`src/rtl/lc4b6b_pkg.sv`:
```
// Shared types, code table and helpers for the 4b6b line-code encoder.
package lc4b6b_pkg;

  localparam int unsigned ByteW = 8;
  localparam int unsigned NibW  = 4;
  localparam int unsigned CodeW = 6;

  // 4b6b code table, indexed by nibble value
  localparam logic [CodeW-1:0] CodeTable [16] = '{
    6'h15, 6'h31, 6'h32, 6'h23, 6'h34, 6'h25, 6'h26, 6'h16,
    6'h1A, 6'h19, 6'h2A, 6'h0B, 6'h2C, 6'h0D, 6'h0E, 6'h1C
  };

  // One queued job: the one or two output bytes caused by one input word
  typedef struct packed {
    logic [ByteW-1:0] first_byte;
    logic [ByteW-1:0] second_byte;
    logic             has_second;
    logic             msg_last;
  } job_t;

  function automatic logic [CodeW-1:0] code_of(input logic [NibW-1:0] nib);
    return CodeTable[nib];
  endfunction

endpackage

```
`src/rtl/lc4b6b_front.sv`:
```
// Front end: accept input words, map nibbles and pack them into output-byte jobs.
module lc4b6b_front (
  input  logic                            clk_i,
  input  logic                            rst_ni,
  input  logic                            valid_i,
  output logic                            stall_o,
  input  logic [lc4b6b_pkg::ByteW-1:0]    data_byte_i,
  input  logic                            is_last_i,
  output logic                            push_o,
  output lc4b6b_pkg::job_t                job_o,
  input  logic                            full_i
);
  import lc4b6b_pkg::*;

  logic                 held_q, held_d;
  logic [NibW-1:0]      pend_q, pend_d;
  logic [2*CodeW-1:0]   codes;

  assign codes   = {code_of(data_byte_i[7:4]), code_of(data_byte_i[3:0])};
  assign stall_o = full_i;
  assign push_o  = valid_i && !full_i;

  always_comb begin
    job_o.msg_last = is_last_i;
    if (held_q) begin
      // four bits held: two full bytes, nothing left over
      job_o.first_byte  = {pend_q, codes[11:8]};
      job_o.second_byte = codes[7:0];
      job_o.has_second  = 1'b1;
      held_d            = 1'b0;
    end else begin
      // nothing held: one byte, four bits left; flush them padded on the last word
      job_o.first_byte  = codes[11:4];
      job_o.second_byte = {codes[3:0], {NibW{1'b0}}};
      job_o.has_second  = is_last_i;
      held_d            = !is_last_i;
    end
    pend_d = codes[3:0];
  end

  always_ff @(posedge clk_i or negedge rst_ni) begin
    if (!rst_ni) begin
      held_q <= 1'b0;
      pend_q <= '0;
    end else if (push_o) begin
      held_q <= held_d;
      pend_q <= pend_d;
    end
  end

  a_last_clears_held: assert property (@(posedge clk_i) disable iff (!rst_ni)
    (push_o && is_last_i) |=> !held_q)
    else $error("held bits survive the last word of a message");

endmodule

```
`src/rtl/lc4b6b_fifo.sv`:
```
// Short job queue between front end and back end.
module lc4b6b_fifo #(
  parameter int unsigned Depth = 2
) (
  input  logic             clk_i,
  input  logic             rst_ni,
  input  logic             push_i,
  input  lc4b6b_pkg::job_t job_i,
  output logic             full_o,
  input  logic             pop_i,
  output logic             empty_o,
  output lc4b6b_pkg::job_t job_o
);
  import lc4b6b_pkg::*;

  localparam int unsigned PtrW = $clog2(Depth);
  localparam int unsigned CntW = $clog2(Depth + 1);

  job_t            mem_q [Depth];
  logic [PtrW-1:0] wr_ptr_q, rd_ptr_q;
  logic [CntW-1:0] count_q;

  assign full_o  = (count_q == CntW'(Depth));
  assign empty_o = (count_q == '0);
  assign job_o   = mem_q[rd_ptr_q];

  function automatic logic [PtrW-1:0] bump(input logic [PtrW-1:0] p);
    return (p == PtrW'(Depth - 1)) ? '0 : p + 1'b1;
  endfunction

  always_ff @(posedge clk_i or negedge rst_ni) begin
    if (!rst_ni) begin
      wr_ptr_q <= '0;
      rd_ptr_q <= '0;
      count_q  <= '0;
    end else begin
      if (push_i) wr_ptr_q <= bump(wr_ptr_q);
      if (pop_i)  rd_ptr_q <= bump(rd_ptr_q);
      if (push_i && !pop_i) begin
        count_q <= count_q + 1'b1;
      end else if (pop_i && !push_i) begin
        count_q <= count_q - 1'b1;
      end
    end
  end

  always_ff @(posedge clk_i) begin
    if (push_i) begin
      mem_q[wr_ptr_q] <= job_i;
    end
  end

  a_no_overflow: assert property (@(posedge clk_i) disable iff (!rst_ni)
    push_i |-> (!full_o || pop_i))
    else $error("job queue overflow");
  a_no_underflow: assert property (@(posedge clk_i) disable iff (!rst_ni)
    pop_i |-> !empty_o)
    else $error("job queue underflow");

endmodule

```
`src/rtl/lc4b6b_back.sv`:
```
// Back end: serialise queued jobs into output bytes through an output register.
module lc4b6b_back (
  input  logic                          clk_i,
  input  logic                          rst_ni,
  input  logic                          empty_i,
  input  lc4b6b_pkg::job_t              job_i,
  output logic                          pop_o,
  output logic                          valid_o,
  input  logic                          stall_i,
  output logic [lc4b6b_pkg::ByteW-1:0]  code_byte_o,
  output logic                          end_of_message_o
);
  import lc4b6b_pkg::*;

  logic             out_valid_q;
  logic [ByteW-1:0] out_byte_q;
  logic             out_eom_q;
  logic             second_pend_q;
  logic [ByteW-1:0] second_byte_q;
  logic             second_last_q;
  logic             load;

  // output register may take a new word when empty or being drained
  assign load  = !out_valid_q || !stall_i;
  assign pop_o = load && !second_pend_q && !empty_i;

  assign valid_o          = out_valid_q;
  assign code_byte_o      = out_byte_q;
  assign end_of_message_o = out_eom_q;

  always_ff @(posedge clk_i or negedge rst_ni) begin
    if (!rst_ni) begin
      out_valid_q   <= 1'b0;
      second_pend_q <= 1'b0;
    end else if (load) begin
      if (second_pend_q) begin
        out_valid_q   <= 1'b1;
        second_pend_q <= 1'b0;
      end else begin
        out_valid_q   <= !empty_i;
        second_pend_q <= !empty_i && job_i.has_second;
      end
    end
  end

  always_ff @(posedge clk_i) begin
    if (load) begin
      if (second_pend_q) begin
        out_byte_q <= second_byte_q;
        out_eom_q  <= second_last_q;
      end else if (!empty_i) begin
        out_byte_q    <= job_i.first_byte;
        out_eom_q     <= job_i.msg_last && !job_i.has_second;
        second_byte_q <= job_i.second_byte;
        second_last_q <= job_i.msg_last;
      end
    end
  end

  a_second_behind_first: assert property (@(posedge clk_i) disable iff (!rst_ni)
    second_pend_q |-> out_valid_q)
    else $error("second byte pending without a first byte on the output");

endmodule

```
`src/rtl/line_code_4b6b_encoder.sv`:
```
// Top level of the 4b6b line-code encoder.
// Each accepted message byte is split into two nibbles, high first, each mapped
// to a 6-bit code word; code words are packed MSB first into output bytes. An
// input word gives one output byte when no code bits are held over (four are
// then held) and two when four were held. On the word flagged is_last any held
// bits go out as one more byte padded with zeros in its low nibble, and the
// final output byte carries end_of_message. Output runs at one byte per cycle
// from a registered output stage while stall_i is low, so that single output
// port sets the rate at which a message goes through. The front end packs
// each word into a job combinationally and writes it to a job queue of
// QueueDepth entries; the input stalls only while that queue is full. With the
// queue empty and the output register free, the first output byte of a word
// passes through the job queue and then the output register. The packing
// state returns to empty after every last word, ready for the next message.
module line_code_4b6b_encoder #(
  parameter int unsigned QueueDepth = 2
) (
  input  logic                          clk_i,
  input  logic                          rst_ni,
  input  logic                          valid_i,
  output logic                          stall_o,
  input  logic [lc4b6b_pkg::ByteW-1:0]  data_byte_i,
  input  logic                          is_last_i,
  output logic                          valid_o,
  input  logic                          stall_i,
  output logic [lc4b6b_pkg::ByteW-1:0]  code_byte_o,
  output logic                          end_of_message_o
);
  import lc4b6b_pkg::*;

  logic push, pop, full, empty;
  job_t push_job, head_job;

  // accept and pack input words
  lc4b6b_front u_front (
    .clk_i       (clk_i),
    .rst_ni      (rst_ni),
    .valid_i     (valid_i),
    .stall_o     (stall_o),
    .data_byte_i (data_byte_i),
    .is_last_i   (is_last_i),
    .push_o      (push),
    .job_o       (push_job),
    .full_i      (full)
  );

  // decouple packing from output back-pressure
  lc4b6b_fifo #(
    .Depth (QueueDepth)
  ) u_fifo (
    .clk_i   (clk_i),
    .rst_ni  (rst_ni),
    .push_i  (push),
    .job_i   (push_job),
    .full_o  (full),
    .pop_i   (pop),
    .empty_o (empty),
    .job_o   (head_job)
  );

  // drain jobs one byte per cycle while the output is not stalled
  lc4b6b_back u_back (
    .clk_i            (clk_i),
    .rst_ni           (rst_ni),
    .empty_i          (empty),
    .job_i            (head_job),
    .pop_o            (pop),
    .valid_o          (valid_o),
    .stall_i          (stall_i),
    .code_byte_o      (code_byte_o),
    .end_of_message_o (end_of_message_o)
  );

endmodule

```
`config.mk`:
```
export PLATFORM = sky130hd
export DESIGN_NAME = line_code_4b6b_encoder
export DESIGN_NICKNAME = d
export VERILOG_FILES = /design/src/rtl/lc4b6b_pkg.sv /design/src/rtl/lc4b6b_front.sv /design/src/rtl/lc4b6b_fifo.sv /design/src/rtl/lc4b6b_back.sv /design/src/rtl/line_code_4b6b_encoder.sv
export SDC_FILE = /design/constraint.sdc
export NUM_CORES = 1
export LEC_CHECK = 0
export BUFFER_PORTS_ARGS = -buffer_cell sky130_fd_sc_hd__clkbuf_2
export CAP_MARGIN = 20
export CORE_MARGIN = 2
export CORE_UTILIZATION = 55
export CTS_CLUSTER_DIAMETER = 60
export CTS_CLUSTER_SIZE = 12
export DETAILED_ROUTE_END_ITERATION = 7
export GPL_TIMING_DRIVEN = 0
export PLACE_DENSITY_LB_ADDON = 0.2
export SYNTH_ARGS = -nofsm -noshare
export SYNTH_HDL_FRONTEND = slang
export SYNTH_SLANG_ARGS = --single-unit
```
`constraint.sdc`:
```
create_clock -name clk_i -period 2.7 [get_ports clk_i]
set_clock_uncertainty 0.15 [all_clocks]
set_input_delay 0.135 -clock clk_i [delete_from_list [all_inputs] [get_ports clk_i]]
set_output_delay 0.135 -clock clk_i [all_outputs]
set_load 0.02 [all_outputs]
```
# Word level (Yosys, flattened, before mapping)
# Memories as Yosys holds them, arrays and structs flattened.
# Index checks and enable logic that the tools add are counted.
# word_totals
register_bits	29
output_inout_bits	11
mem_count	3
word_cells	65
mem_bits_rw	36
rom_bits	192
inputBits	13
# classes
muxes	18
eq_ne	2
bitwise	4
add_sub_neg	4
magnitude_cmp	2
n_reduce_logical	21
# memory_table
name	words	word_bits	read_ports	rd_clocked_by_memory_dff	wr	line_no	rtl
(name not given)	16	6	1	0	0	lc4b6b_pkg.sv:23	return CodeTable[nib];
(name not given)	16	6	1	0	0	lc4b6b_pkg.sv:23	
u_fifo.mem_q	2	18	1	0	1	lc4b6b_fifo.sv:19	job_t mem_q [Depth];
# ops
cell	count
two-way mux 6 bit	4
two-way mux 17 bit	1
two-way mux 8 bit	2
>= comparator 5 bit (second input constant)	2
inverter 4 -> 5 bit	2
zero test 1 bit	9
two-way mux 1 bit	9
logical AND 1 bit	7
two-way mux 2 bit	2
AND reduction 3 bit	1
adder 1 bit (second input constant)	2
adder 2 x 1 -> 2 bit (second input constant)	1
== test 2 bit (second input constant)	1
zero test 2 bit	1
!= test 2 bit (second input constant)	1
inverter 1 bit	2
AND reduction 2 bit	1
nonzero test 2 bit	1
subtractor 2 x 1 -> 2 bit (second input constant)	1
logical OR 1 bit	1

# Depth between registers and ports, before layout
# Gate-level depths: netlist of the first run.
# logic_depth
ltp_word	7
depth_mapped	7
depth_no_buf	7

# By module
# Synthesis of the first run repeated with hierarchy kept, for this count alone.
# hier_totals
cells_unflattened	209
area_unflattened_um2	3115.5
# by_module_without_submodules
module	instances	seq_area_each_um2	cells_each	area_per_inst_um2
lc4b6b_fifo	1	1181.1	72	1535.2
lc4b6b_front	1	125.1	98	799.5
lc4b6b_back	1	590.6	39	780.7

# Least setup slack after synthesis of the first run
# OpenSTA, ideal clock, no wires.
# synth_path
path_type	register to register
start	register u_fifo.count_q[0]
end	memory u_fifo.mem_q[0][0] (netlist bit), enable pin
path_buffers	0
period_less_slack_ps	2066
setup_ps	393
setup_slack_ps	634
stages_incl_launch_ff	4
arrival_ps	1523
required_ps	2157
cell_sequence	dfrtp_1 > nand2b_1 > nand2_1 > nor2_1
# synth_between
elab_chain_len	5
# synth_lines
item	line_no	rtl
start: declaration	lc4b6b_fifo.sv:21	logic [CntW-1:0] count_q;
start signal: assignment	lc4b6b_fifo.sv:40	count_q <= count_q + 1'b1;
start signal: assignment	lc4b6b_fifo.sv:42	count_q <= count_q - 1'b1;
== test 2 bit	lc4b6b_fifo.sv:23	assign full_o = (count_q == CntW'(Depth));
zero test 1 bit	lc4b6b_front.sv:21	assign push_o = valid_i && !full_i;
logical AND 1 bit	lc4b6b_front.sv:21	
two-way mux 1 bit	lc4b6b_fifo.sv:48	if (push_i) begin
two-way mux 1 bit (not written as such)	lc4b6b_fifo.sv:49	mem_q[wr_ptr_q] <= job_i;
end: declaration	lc4b6b_fifo.sv:19	
# No other way between the ends.

# Final worst setup path of the first run
# layout_path
start	register u_fifo.count_q[0]
end	register u_fifo.count_q[1]
# layout_between
elab_chain_len	6
elab_cells_between_ends	15
cone_classes	2 x add/sub; 1 x eq/ne; 2 x mux; 10 x reduce/logical
# layout_lines
item	line_no
== test 2 bit / zero test 2 bit (equally long branches)	lc4b6b_fifo.sv:23, lc4b6b_fifo.sv:24
zero test 1 bit, on equally long branches	lc4b6b_front.sv:21, lc4b6b_back.sv:25
logical AND 1 bit, on equally long branches	lc4b6b_front.sv:21, lc4b6b_back.sv:25
zero test 1 bit, on equally long branches	lc4b6b_fifo.sv:41, lc4b6b_fifo.sv:39
logical AND 1 bit, on equally long branches	lc4b6b_fifo.sv:41, lc4b6b_fifo.sv:39
nonzero test 2 bit (no line) / two-way mux 2 bit (equally long branches)	-
# Several ways; a longest one is shown, not always the timed one. The select of a mux whose other input is x is not followed.
# A chain may end at the register's enable or synchronous reset.

==> impl_metrics.xml, run 1 <==
<?xml version="1.0" encoding="UTF-8"?>
<metrics>
  <group name="cts">
    <metric name="post_cts_hold_buffer_count" unit="">4</metric>
    <metric name="clock_slew_at_reported_path_ffs" unit="ns">0.07</metric>
    <metric name="clock_insertion_delay_worst_skew" unit="ns">0.33</metric>
    <metric name="postCtsResizedCells" unit="">0</metric>
    <metric name="num_cts_buffers" unit="">9</metric>
    <metric name="cts.path.max_buffers" unit="">2</metric>
    <metric name="tritoncts" unit="">done</metric>
    <metric name="postCtsSetupRepairBufs" unit="">0</metric>
    <metric name="htree_num_levels" unit="">3</metric>
    <metric name="cts.sink_count" unit="">65</metric>
    <metric name="root_buffer" unit="">sky130_fd_sc_hd__clkbuf_8</metric>
  </group>
  <group name="pwr">
    <metric name="p_per_area" unit="nW/um2">1060</metric>
    <metric name="vdd_ir_drop_max" unit="mV">0.475</metric>
    <metric name="power.total" unit="W">0.00362</metric>
    <metric name="cellLeakagePower" unit="nW">1.37</metric>
  </group>
  <group name="finish">
    <metric name="filler_cell_count" unit="">380</metric>
    <metric name="multi_input_area" unit="um2">993</metric>
    <metric name="layout.area.seq" unit="um2">1900</metric>
    <metric name="antennaDiodeCount" unit="">0</metric>
    <metric name="area.growth.synth_to_final" unit="%">14.2</metric>
    <metric name="final_layout_size_suffix_gt1_frac" unit="">0.227</metric>
    <metric name="final_nets" unit="">280</metric>
  </group>
  <group name="setup_path">
    <metric name="critical_path_peak_fanout" unit="">12</metric>
    <metric name="worst_path_largest_cell_delay" unit="ns">0.81</metric>
    <metric name="critical_path.slowest_cell" unit="">sky130_fd_sc_hd__a211oi_2</metric>
    <metric name="critical_path_required" unit="ns">2.80</metric>
    <metric name="critPathTopFamily" unit="">compound AO/OA/AOI/OAI gates</metric>
    <metric name="crit_arrival" unit="ns">2.48</metric>
    <metric name="timing.critical_path.to_type" unit="">register</metric>
    <metric name="regToRegSetupSlack" unit="ns">0.32</metric>
    <metric name="worst_r2r_endpoint" unit="">u_fifo.count_q[1]</metric>
    <metric name="crit_path_cell_trace" unit="">nor2_1 &gt; a211oi_2 &gt; inv_1 &gt; ha_1 &gt; xor2_1 &gt; nor2_1 &gt; xor2_1</metric>
    <metric name="critical_path.startpoint_type" unit="">register</metric>
    <metric name="worst-r2r-cell-count" unit="">7</metric>
    <metric name="worstPathBufferInverterCount" unit="">1</metric>
    <metric name="type_of_the_worst_setup_path" unit="">reg -&gt; reg</metric>
    <metric name="rr_startpoint" unit="">u_fifo.count_q[0]</metric>
  </group>
  <group name="floorplan">
    <metric name="die_h" unit="um">77.7</metric>
    <metric name="die_area" unit="um2">6040</metric>
    <metric name="die_width" unit="um">77.7</metric>
    <metric name="ioPinCount" unit="">24</metric>
    <metric name="core" unit="um2">5170</metric>
    <metric name="placement_rows" unit="">26</metric>
    <metric name="floorplan.initialDensity" unit="">0.578</metric>
  </group>
  <group name="logic_synthesis">
    <metric name="synth_top_area_cell" unit="">sky130_fd_sc_hd__edfxtp_1</metric>
    <metric name="biggest_area_contributors_in_the_synthesized_netlist" unit="">sky130_fd_sc_hd__edfxtp_1, sky130_fd_sc_hd__dfrtp_1, sky130_fd_sc_hd__ha_1, sky130_fd_sc_hd__mux2_2, sky130_fd_sc_hd__mux2i_1</metric>
    <metric name="ys_types" unit="">31</metric>
    <metric name="synth_seq_cells" unit="">65</metric>
    <metric name="syn-mean-instance-area" unit="um2">14.0</metric>
    <metric name="ys_async_sr_fraction" unit="">0.169</metric>
    <metric name="synth_commonest_cells" unit="">sky130_fd_sc_hd__edfxtp_1, sky130_fd_sc_hd__ha_1, sky130_fd_sc_hd__nand2_1</metric>
    <metric name="number_of_enable_flip_flop_cells_after_synthesis" unit="">54</metric>
    <metric name="synthesis.area" unit="um2">2990</metric>
    <metric name="synth_top_area_frac" unit="">0.542</metric>
    <metric name="total_nets_after_synthesis" unit="">244</metric>
    <metric name="synth_sequential_area_ratio" unit="">0.635</metric>
    <metric name="synth_cells" unit="">214</metric>
    <metric name="synth_top_flop_cell" unit="">sky130_fd_sc_hd__edfxtp_1</metric>
    <metric name="synthMostInstantiatedCell" unit="">sky130_fd_sc_hd__edfxtp_1</metric>
    <metric name="synthesis.yosys.warnings" unit="">0</metric>
  </group>
  <group name="route">
    <metric name="dr_total_vias" unit="">1697</metric>
    <metric name="met2_wirelength" unit="um">2650</metric>
    <metric name="route.detailed.vias_per_inst" unit="">5.22</metric>
    <metric name="drc" unit="">0</metric>
    <metric name="met3WireLength" unit="um">198</metric>
    <metric name="detailedRoute.firstIterationViolations" unit="">153</metric>
    <metric name="route.layer.met1.wl" unit="um">2180</metric>
    <metric name="detail_route.wl_per_cell" unit="um">15.6</metric>
    <metric name="drtPass1Iterations" unit="">4</metric>
    <metric name="top_layer" unit="">met4</metric>
    <metric name="drtAntennaViolNets" unit="">0</metric>
    <metric name="routed_wl" unit="um">5070</metric>
  </group>
  <group name="grt">
    <metric name="groute.usage.overall" unit="">0.191</metric>
    <metric name="gr-total-overflow" unit="">0</metric>
    <metric name="antenna_violations_before_repair" unit="">0</metric>
    <metric name="pin_count_of_the_biggest_net_entering_global_routing" unit="">19</metric>
    <metric name="grt_pass1_wl" unit="um">8390</metric>
    <metric name="via_count_of_the_first_global_routing_pass" unit="">1711</metric>
  </group>
  <group name="timing">
    <metric name="setup_total_negative_slack" unit="ns">0</metric>
    <metric name="tightest_slew" unit="ns">0.962</metric>
    <metric name="grt_setup_unrepaired" unit="">no</metric>
    <metric name="min_period_over_period" unit="">0.880</metric>
    <metric name="final-hold-violation-count" unit="">0</metric>
    <metric name="final.min_clock_period" unit="ns">2.38</metric>
    <metric name="final-setup-viol-count" unit="">0</metric>
    <metric name="final-max-slew-violation-count" unit="">0</metric>
    <metric name="finalWorstSetupSlack" unit="ns">0.324</metric>
    <metric name="max_clock_freq" unit="GHz">0.421</metric>
    <metric name="max-slew-margin-rel" unit="">0.357</metric>
    <metric name="worst_hold_slack" unit="ns">0.0160</metric>
  </group>
  <group name="worst_hold_path">
    <metric name="hold_path_end" unit="">u_front.pend_q[0]</metric>
    <metric name="timing.hold.worst_path_depth" unit="">3</metric>
    <metric name="hp-start" unit="">data_byte_i[2]</metric>
    <metric name="min-delay-path-class" unit="">in -&gt; reg</metric>
  </group>
  <group name="placed_design">
    <metric name="place_hpwl" unit="um">3630</metric>
    <metric name="detailedPlace.worstSlack" unit="ns">0.334</metric>
    <metric name="io_buffers" unit="">20</metric>
    <metric name="gpl.final_weighted_congestion" unit="">0.737</metric>
  </group>
  <group name="status">
    <metric name="run_status" unit="">completed</metric>
  </group>
  <group name="job">
    <metric name="max_cap_viol_count" unit="">0</metric>
  </group>
</metrics>
-- registers in the layout, summed over array words and instances (netlist names) --
signal and count:
u_fifo.mem_q 36, u_back.code_byte_o 8, u_back.second_byte_q 8, u_front.pend_q 4
u_fifo.count_q 2, u_back.end_of_message_o 1, u_back.second_last_q 1, u_back.second_pend_q 1
u_back.valid_o 1, u_fifo.rd_ptr_q 1, u_fifo.wr_ptr_q 1, u_front.held_q 1
-- report_power, final --
group	internal [W]	total, W	switching (W)
logic	0.000419	0.00112	0.000697
registers	0.00160	0.00175	0.000141
clock network	0.000421	0.000756	0.000334
total	0.00245	0.00362	0.00117
-- how the worst max path moves through the flow --
stage                 startpoint  slack, ns                   to  depth (start not counted)
2_1_floorplan  u_fifo.count_q[0]       0.63   u_fifo.mem_q[0][0]                          3
3_3_place_gp   u_fifo.count_q[0]       0.09  u_fifo.mem_q[0][13]                          3
3_5_place_dp   u_fifo.count_q[0]       0.33    u_fifo.count_q[1]                          7
4_1_cts        u_fifo.count_q[0]       0.30    u_fifo.count_q[1]                          7
5_1_grt        u_fifo.count_q[0]       0.11    u_fifo.count_q[1]                          7
6_report       u_fifo.count_q[0]       0.32    u_fifo.count_q[1]                          7
-- worst reg2reg max path, stage by stage, from the launching register on --
cell and delay (ns):
sky130_fd_sc_hd__dfrtp_1 0.45, sky130_fd_sc_hd__nor2_1 0.10, sky130_fd_sc_hd__a211oi_2 0.81, sky130_fd_sc_hd__inv_1 0.12, sky130_fd_sc_hd__ha_1 0.23, sky130_fd_sc_hd__xor2_1 0.14, sky130_fd_sc_hd__nor2_1 0.13, sky130_fd_sc_hd__xor2_1 0.17
-- layout make-up --
type,instances,share of cell area
inverter,16,0.0176
sequential,65,0.556
timing repair buffer,25,0.0455
tap,70,0.0257
clock inverter,4,0.0128
clock buffer,12,0.0396
buffer,9,0.0121
multi-input combinational,124,0.291
-- per-layer routing --
layer	up-vias	global-route usage
li1	840	-
met1	820	0.227
met2	35	0.314
met3	2	0.0698
met4	0	0.0768
met5	-	0
-- metrics by stage --
step,area [um2],cells,util
final,3410,325,0.660
after global routing,3410,325,0.660
after CTS,3410,325,0.660
after detailed placement,3190,305,0.618
after global placement,3180,304,0.614
after floorplan,2990,214,-
-- cells by family after synthesis --
kind of cell / count (synthesis) / synth area share
simple gates: 38 / 0.0599
xor+xnor: 5 / 0.0147
buf+inv: 25 / 0.0339
fa+ha+maj: 17 / 0.0712
compound gates: 37 / 0.0728
mux: 27 / 0.113
flops: 65 / 0.635
-- placed cells by master (no fill, tap or decap) --
master	n
sky130_fd_sc_hd__a211o_1	1
sky130_fd_sc_hd__a211o_2	1
sky130_fd_sc_hd__a211oi_2	1
sky130_fd_sc_hd__a21oi_1	15
sky130_fd_sc_hd__a22oi_1	3
sky130_fd_sc_hd__a31oi_1	3
sky130_fd_sc_hd__a32o_1	1
sky130_fd_sc_hd__and2b_2	2
sky130_fd_sc_hd__and3_1	1
sky130_fd_sc_hd__buf_2	3
sky130_fd_sc_hd__buf_4	1
sky130_fd_sc_hd__buf_8	1
sky130_fd_sc_hd__bufinv_16	1
sky130_fd_sc_hd__clkbuf_1	8
sky130_fd_sc_hd__clkbuf_2	20
sky130_fd_sc_hd__clkbuf_8	9
sky130_fd_sc_hd__clkinv_1	2
sky130_fd_sc_hd__clkinv_2	2
sky130_fd_sc_hd__dfrtp_1	11
sky130_fd_sc_hd__dlygate4sd3_1	4
sky130_fd_sc_hd__edfxtp_1	54
sky130_fd_sc_hd__ha_1	17
sky130_fd_sc_hd__inv_1	14
sky130_fd_sc_hd__inv_2	1
sky130_fd_sc_hd__mux2_2	11
sky130_fd_sc_hd__mux2i_1	12
sky130_fd_sc_hd__mux4_1	1
sky130_fd_sc_hd__mux4_2	3
sky130_fd_sc_hd__nand2_1	16
sky130_fd_sc_hd__nand2b_1	6
sky130_fd_sc_hd__nor2_1	8
sky130_fd_sc_hd__nor2_2	1
sky130_fd_sc_hd__nor2b_1	2
sky130_fd_sc_hd__nor3_1	1
sky130_fd_sc_hd__o21ai_0	12
sky130_fd_sc_hd__or2_2	1
sky130_fd_sc_hd__xnor2_1	2
sky130_fd_sc_hd__xor2_1	3
(Power assumes the default switching activity.)
==> run 2: changes to the inputs <==
- CELL_PAD_IN_SITES_DETAIL_PLACEMENT: unset -> 1
- CELL_PAD_IN_SITES_GLOBAL_PLACEMENT: unset -> 1
- CORE_UTILIZATION: 55 -> 49
- PLACE_DENSITY: unset -> 0.76
- PLACE_DENSITY_LB_ADDON: 0.2 -> unset
==> impl_metrics.xml, run 2 (synthesized netlist as in run 1, its figures left out) <==
<?xml version="1.0" encoding="UTF-8"?>
<metrics>
  <group name="status">
    <metric name="run_status" unit="">completed</metric>
  </group>
  <group name="floorplan">
    <metric name="die_width" unit="um">82.1</metric>
    <metric name="die_area" unit="um2">6740</metric>
    <metric name="placement_rows" unit="">28</metric>
    <metric name="floorplan.initialDensity" unit="">0.505</metric>
    <metric name="core" unit="um2">5920</metric>
    <metric name="die_h" unit="um">82.1</metric>
    <metric name="ioPinCount" unit="">24</metric>
  </group>
  <group name="timing">
    <metric name="min_period_over_period" unit="">0.854</metric>
    <metric name="final-setup-viol-count" unit="">0</metric>
    <metric name="setup_total_negative_slack" unit="ns">0</metric>
    <metric name="final-hold-violation-count" unit="">0</metric>
    <metric name="worst_hold_slack" unit="ns">0.0503</metric>
    <metric name="final-max-slew-violation-count" unit="">0</metric>
    <metric name="grt_setup_unrepaired" unit="">no</metric>
    <metric name="tightest_slew" unit="ns">0.996</metric>
    <metric name="finalWorstSetupSlack" unit="ns">0.395</metric>
    <metric name="max-slew-margin-rel" unit="">0.336</metric>
    <metric name="final.min_clock_period" unit="ns">2.31</metric>
    <metric name="max_clock_freq" unit="GHz">0.434</metric>
  </group>
  <group name="route">
    <metric name="routed_wl" unit="um">6180</metric>
    <metric name="dr_total_vias" unit="">1757</metric>
    <metric name="detail_route.wl_per_cell" unit="um">18.7</metric>
    <metric name="drtAntennaViolNets" unit="">0</metric>
    <metric name="detailedRoute.firstIterationViolations" unit="">76</metric>
    <metric name="route.detailed.vias_per_inst" unit="">5.32</metric>
    <metric name="drc" unit="">0</metric>
    <metric name="drtPass1Iterations" unit="">4</metric>
  </group>
  <group name="grt">
    <metric name="gr-max-usage-layer" unit="">met2</metric>
    <metric name="grt_util_met2" unit="">0.360</metric>
    <metric name="grt_use_met3" unit="">0.0435</metric>
    <metric name="pin_count_of_the_biggest_net_entering_global_routing" unit="">19</metric>
    <metric name="globalRouteMet1Util" unit="">0.257</metric>
    <metric name="gr-total-overflow" unit="">0</metric>
    <metric name="antenna_violations_before_repair" unit="">0</metric>
    <metric name="groute.usage.overall" unit="">0.205</metric>
    <metric name="grt_pass1_wl" unit="um">9890</metric>
    <metric name="via_count_of_the_first_global_routing_pass" unit="">1910</metric>
  </group>
  <group name="worst_hold_path">
    <metric name="hp-start" unit="">data_byte_i[2]</metric>
    <metric name="timing.hold.worst_path_depth" unit="">3</metric>
    <metric name="min-delay-path-class" unit="">in -&gt; reg</metric>
    <metric name="hold_path_end" unit="">u_front.pend_q[0]</metric>
  </group>
  <group name="placed_design">
    <metric name="place_hpwl" unit="um">4190</metric>
    <metric name="gpl.final_weighted_congestion" unit="">0.769</metric>
    <metric name="detailedPlace.worstSlack" unit="ns">0.294</metric>
    <metric name="io_buffers" unit="">20</metric>
  </group>
  <group name="job">
    <metric name="max_cap_viol_count" unit="">0</metric>
  </group>
  <group name="setup_path">
    <metric name="worst-r2r-cell-count" unit="">3</metric>
    <metric name="rr_startpoint" unit="">u_back.second_pend_q</metric>
    <metric name="crit_arrival" unit="ns">2.11</metric>
    <metric name="type_of_the_worst_setup_path" unit="">reg -&gt; reg</metric>
    <metric name="critical_path.startpoint_type" unit="">register</metric>
    <metric name="critical_path_peak_fanout" unit="">10</metric>
    <metric name="worstPathBufferInverterCount" unit="">1</metric>
    <metric name="worst_r2r_endpoint" unit="">u_back.code_byte_o[5]</metric>
    <metric name="crit_path_cell_trace" unit="">clkbuf_1 &gt; nor3_1 &gt; a21oi_1</metric>
    <metric name="worst_path_largest_cell_delay" unit="ns">0.79</metric>
    <metric name="critPathTopFamily" unit="">compound AO/OA/AOI/OAI gates</metric>
    <metric name="critical_path.slowest_cell" unit="">sky130_fd_sc_hd__a21oi_1</metric>
    <metric name="timing.critical_path.to_type" unit="">register</metric>
    <metric name="critical_path_required" unit="ns">2.50</metric>
    <metric name="regToRegSetupSlack" unit="ns">0.39</metric>
  </group>
  <group name="finish">
    <metric name="final_nets" unit="">280</metric>
    <metric name="leading_cell_types_in_the_layout_fill_and_taps_excluded" unit="">sky130_fd_sc_hd__edfxtp_1, sky130_fd_sc_hd__clkbuf_2, sky130_fd_sc_hd__ha_1</metric>
    <metric name="mostFrequentLayoutCell" unit="">sky130_fd_sc_hd__edfxtp_1</metric>
    <metric name="antennaDiodeCount" unit="">0</metric>
    <metric name="final_layout_size_suffix_gt1_frac" unit="">0.231</metric>
    <metric name="largest_register_ff_count" unit="">36</metric>
    <metric name="top_register" unit="">u_fifo.mem_q</metric>
    <metric name="area.growth.synth_to_final" unit="%">14.9</metric>
    <metric name="filler_cell_count" unit="">586</metric>
  </group>
  <group name="cts">
    <metric name="cts.sink_count" unit="">65</metric>
    <metric name="clock_insertion_delay_worst_skew" unit="ns">0.34</metric>
    <metric name="cts.path.max_buffers" unit="">2</metric>
    <metric name="clock_slew_at_reported_path_ffs" unit="ns">0.08</metric>
    <metric name="num_cts_buffers" unit="">9</metric>
    <metric name="htree_num_levels" unit="">3</metric>
    <metric name="tritoncts" unit="">done</metric>
    <metric name="root_buffer" unit="">sky130_fd_sc_hd__clkbuf_8</metric>
  </group>
  <group name="pwr">
    <metric name="cellLeakagePower" unit="nW">1.37</metric>
    <metric name="vdd_ir_drop_max" unit="mV">0.504</metric>
    <metric name="p_per_area" unit="nW/um2">1080</metric>
  </group>
</metrics>
[run 2: cell count changes in the layout (fill, tap and decap cells not counted)]
cell / previous run / this run
sky130_fd_sc_hd__clkbuf_8: 9 / 10
sky130_fd_sc_hd__a211oi_2: 1 / 0
sky130_fd_sc_hd__a211oi_4: 0 / 1
sky130_fd_sc_hd__buf_8: 1 / 0
sky130_fd_sc_hd__buf_6: 0 / 1
sky130_fd_sc_hd__clkbuf_1: 8 / 7
[run 2: layout make-up]
class	instances	area (um2)	share of cell area
buffer	9	41.3	0.0120
clock buffer	12	145	0.0423
clock inverter	4	43.8	0.0128
inverter	16	60.1	0.0175
multi-input combinational	124	1000	0.292
sequential	65	1900	0.552
tap	75	93.8	0.0273
timing repair buffer	25	151	0.0441
[run 2: tightest hold or removal path, cell delays in order]
cell and delay [ns]:
sky130_fd_sc_hd__buf_2 0.15, sky130_fd_sc_hd__nand2_1 0.11, sky130_fd_sc_hd__a31oi_1 0.09
[run 2: repair_timing]
item / in CTS / in global routing
hold endpoints to repair: 20 / 0
resized for setup: 0 / 1
buffers inserted: 0 / 0
hold buffers: 4 / 0
setup endpoints to repair: 0 / 1
[run 2: worst max path at each step]
stage	from	to	cells after the start
3_3_place_gp	u_fifo.count_q[0]	u_fifo.mem_q[0][16]	3
4_1_cts	u_fifo.count_q[0]	u_fifo.count_q[1]	7
6_report	u_back.second_pend_q	u_back.code_byte_o[5]	3
2_1_floorplan	u_fifo.count_q[0]	u_fifo.mem_q[0][0]	3
5_1_grt	u_back.second_pend_q	u_back.code_byte_o[5]	3
3_5_place_dp	u_fifo.count_q[0]	u_fifo.count_q[1]	7
[run 2: power breakdown]
| group | internal [W] | total [W] | switching [W] |
|---|---|---|---|
| Clock | 0.000446 | 0.000793 | 0.000347 |
| Sequential | 0.00161 | 0.00177 | 0.000162 |
| Combinational | 0.000421 | 0.00116 | 0.000742 |
| Total | 0.00247 | 0.00372 | 0.00125 |
[run 2: per-layer routing]
layer | part of all wire | up-vias | wire (um)
met1 | 0.45 | 886 | 2770
li1 | - | 840 | -
met4 | 0.0083 | 0 | 51
met5 | 0 | - | 0
met2 | 0.52 | 26 | 3220
met3 | 0.022 | 5 | 138
[run 2: metrics by stage]
stage | cells | instance area (um2) | total power [W] | utilization
6_report | 330 | 3430 | 0.00372 | 0.580
5_1_grt | 330 | 3430 | 0.00395 | 0.580
4_1_cts | 330 | 3430 | 0.00373 | 0.579
3_5_place_dp | 310 | 3200 | 0.00293 | 0.540
3_3_place_gp | 309 | 3180 | 0.00283 | 0.538
2_1_floorplan | 214 | 2990 | 0.00253 | -
==> run 3: changes to the inputs <==
- CORE_UTILIZATION: 49 -> 38
- PLACE_DENSITY: 0.76 -> 0.61
- SLEW_MARGIN: unset -> 25
==> impl_metrics.xml, run 3 (synthesized netlist as in run 1, its figures left out) <==
<?xml version="1.0" encoding="UTF-8"?>
<metrics>
  <group name="status">
    <metric name="run_status" unit="">completed</metric>
  </group>
  <group name="floorplan">
    <metric name="die_h" unit="um">92.7</metric>
    <metric name="die_area" unit="um2">8590</metric>
    <metric name="die_width" unit="um">92.7</metric>
    <metric name="placement_rows" unit="">32</metric>
    <metric name="core" unit="um2">7690</metric>
    <metric name="floorplan.initialDensity" unit="">0.389</metric>
    <metric name="ioPinCount" unit="">24</metric>
  </group>
  <group name="timing">
    <metric name="grt_setup_unrepaired" unit="">no</metric>
    <metric name="setup_total_negative_slack" unit="ns">0</metric>
    <metric name="final-max-slew-violation-count" unit="">0</metric>
    <metric name="final.min_clock_period" unit="ns">2.17</metric>
    <metric name="final-hold-violation-count" unit="">0</metric>
    <metric name="max-slew-margin-rel" unit="">0.388</metric>
    <metric name="tightest_slew" unit="ns">0.917</metric>
    <metric name="final-setup-viol-count" unit="">0</metric>
    <metric name="max_clock_freq" unit="GHz">0.461</metric>
    <metric name="min_period_over_period" unit="">0.804</metric>
  </group>
  <group name="finish">
    <metric name="top_register" unit="">u_fifo.mem_q</metric>
    <metric name="design_area" unit="um2">3460</metric>
    <metric name="final_nets" unit="">280</metric>
    <metric name="largest_register_ff_count" unit="">36</metric>
    <metric name="area.growth.synth_to_final" unit="%">15.7</metric>
    <metric name="antennaDiodeCount" unit="">0</metric>
    <metric name="final_layout_size_suffix_gt1_frac" unit="">0.220</metric>
    <metric name="leading_cell_types_in_the_layout_fill_and_taps_excluded" unit="">sky130_fd_sc_hd__edfxtp_1, sky130_fd_sc_hd__clkbuf_2, sky130_fd_sc_hd__ha_1</metric>
    <metric name="mostFrequentLayoutCell" unit="">sky130_fd_sc_hd__edfxtp_1</metric>
    <metric name="final_cell_count_no_fill" unit="">357</metric>
  </group>
  <group name="cts">
    <metric name="clock_slew_at_reported_path_ffs" unit="ns">0.07</metric>
    <metric name="num_cts_buffers" unit="">9</metric>
    <metric name="cts.path.max_buffers" unit="">2</metric>
    <metric name="htree_num_levels" unit="">3</metric>
    <metric name="tritoncts" unit="">done</metric>
    <metric name="clock_insertion_delay_worst_skew" unit="ns">0.33</metric>
    <metric name="root_buffer" unit="">sky130_fd_sc_hd__clkbuf_8</metric>
    <metric name="cts.sink_count" unit="">65</metric>
    <metric name="postCtsSetupRepairBufs" unit="">0</metric>
  </group>
  <group name="grt">
    <metric name="gr-total-overflow" unit="">0</metric>
    <metric name="grt_pass1_wl" unit="um">9170</metric>
    <metric name="via_count_of_the_first_global_routing_pass" unit="">1788</metric>
    <metric name="antenna_violations_before_repair" unit="">0</metric>
    <metric name="groute.usage.overall" unit="">0.144</metric>
    <metric name="pin_count_of_the_biggest_net_entering_global_routing" unit="">19</metric>
  </group>
  <group name="setup_path">
    <metric name="timing.critical_path.to_type" unit="">register</metric>
    <metric name="critical_path.startpoint_type" unit="">register</metric>
    <metric name="regToRegSetupSlack" unit="ns">0.53</metric>
    <metric name="type_of_the_worst_setup_path" unit="">reg -&gt; reg</metric>
    <metric name="critical_path_required" unit="ns">2.50</metric>
    <metric name="crit_arrival" unit="ns">1.97</metric>
    <metric name="critical_path_peak_fanout" unit="">10</metric>
  </group>
  <group name="route">
    <metric name="detail_route.wl_per_cell" unit="um">15.6</metric>
    <metric name="routed_wl" unit="um">5560</metric>
    <metric name="dr_total_vias" unit="">1708</metric>
    <metric name="drc" unit="">0</metric>
    <metric name="route.detailed.vias_per_inst" unit="">4.78</metric>
    <metric name="drtAntennaViolNets" unit="">0</metric>
    <metric name="detailedRoute.firstIterationViolations" unit="">82</metric>
    <metric name="drtPass1Iterations" unit="">4</metric>
  </group>
  <group name="pwr">
    <metric name="p_per_area" unit="nW/um2">1050</metric>
    <metric name="cellLeakagePower" unit="nW">1.37</metric>
    <metric name="vdd_ir_drop_max" unit="mV">0.342</metric>
  </group>
  <group name="worst_hold_path">
    <metric name="min-delay-path-class" unit="">in -&gt; reg</metric>
  </group>
  <group name="placed_design">
    <metric name="gpl.final_weighted_congestion" unit="">0.714</metric>
    <metric name="placedCellCount" unit="">337</metric>
    <metric name="place_hpwl" unit="um">4040</metric>
    <metric name="dpl_cell_area" unit="um2">3230</metric>
    <metric name="io_buffers" unit="">20</metric>
  </group>
  <group name="job">
    <metric name="max_cap_viol_count" unit="">0</metric>
  </group>
</metrics>
==> run 3: cell types whose count changed in the layout (fill, tap and decap cells not counted) <==
cell                       previous run  this run
sky130_fd_sc_hd__clkbuf_1             7         6
sky130_fd_sc_hd__buf_6                1         0
sky130_fd_sc_hd__buf_8                0         1
sky130_fd_sc_hd__clkinv_2             2         0
sky130_fd_sc_hd__clkinv_1             2         6
sky130_fd_sc_hd__clkbuf_8            10         9
==> run 3: through the flow <==
step	util	worst slack (ns)	hold WS, ns	power (W)
after detailed placement	0.421	0.308	-0.108	0.00291
final	0.450	0.529	0.0160	0.00362
after CTS	0.449	0.288	0.0108	0.00367
after global routing	0.450	0.281	0.0354	0.00386
after global placement	0.418	0.0289	-0.114	0.00285
after floorplan	-	0.634	-0.311	0.00253
==> run 3: worst max-delay path, stage by stage (launching register included) <==
cell                       delay (ns)
sky130_fd_sc_hd__dfrtp_1         0.41
sky130_fd_sc_hd__clkbuf_1        0.37
sky130_fd_sc_hd__nor3_1          0.14
sky130_fd_sc_hd__a21oi_1         0.73
==> run 3: path summary, 6_finish.rpt <==
kind / startpoint / endpoint / cells after the start
hold / removal: data_byte_i[2] / u_front.pend_q[0] / 3
setup reg to reg: u_back.second_pend_q / u_back.code_byte_o[5] / 3
max in group asynchronous: rst_ni / u_front.held_q / 2
min in group asynchronous: rst_ni / u_fifo.count_q[0] / 2
setup / recovery: u_back.second_pend_q / u_back.code_byte_o[5] / 3
hold reg to reg: u_fifo.wr_ptr_q / u_fifo.wr_ptr_q / 1
==> run 3: metal layers <==
layer | global-route usage | up-vias | wire length [um]
met4 | 0.0699 | 0 | 109
met2 | 0.241 | 28 | 2800
li1 | - | 844 | -
met3 | 0.0244 | 10 | 131
met1 | 0.181 | 826 | 2520
met5 | 0 | - | 0
==> run 3: timing repair <==
action / CTS / global route
setup endpoints to repair: 0 / 0
hold buffers: 4 / 0
endpoints found under the hold margin: 21 / 0
gates resized for setup: 0 / 0
==> run 3: area by class of cell <==
type / instances / area (um2)
fill: 828 / 4230
sequential: 65 / 1900
multi-input combinational: 124 / 1000
timing repair buffer: 25 / 155
clock buffer: 10 / 128
tap: 102 / 128
inverter: 16 / 60.1
clock inverter: 6 / 48.8
buffer: 9 / 41.3
==> run 3: report_power, final <==
part,switching (W),internal [W],leakage (nW),total (W)
Clock,0.000332,0.000411,0.0879,0.000743
Combinational,0.000705,0.000423,0.643,0.00113
Sequential,0.000145,0.00160,0.635,0.00175
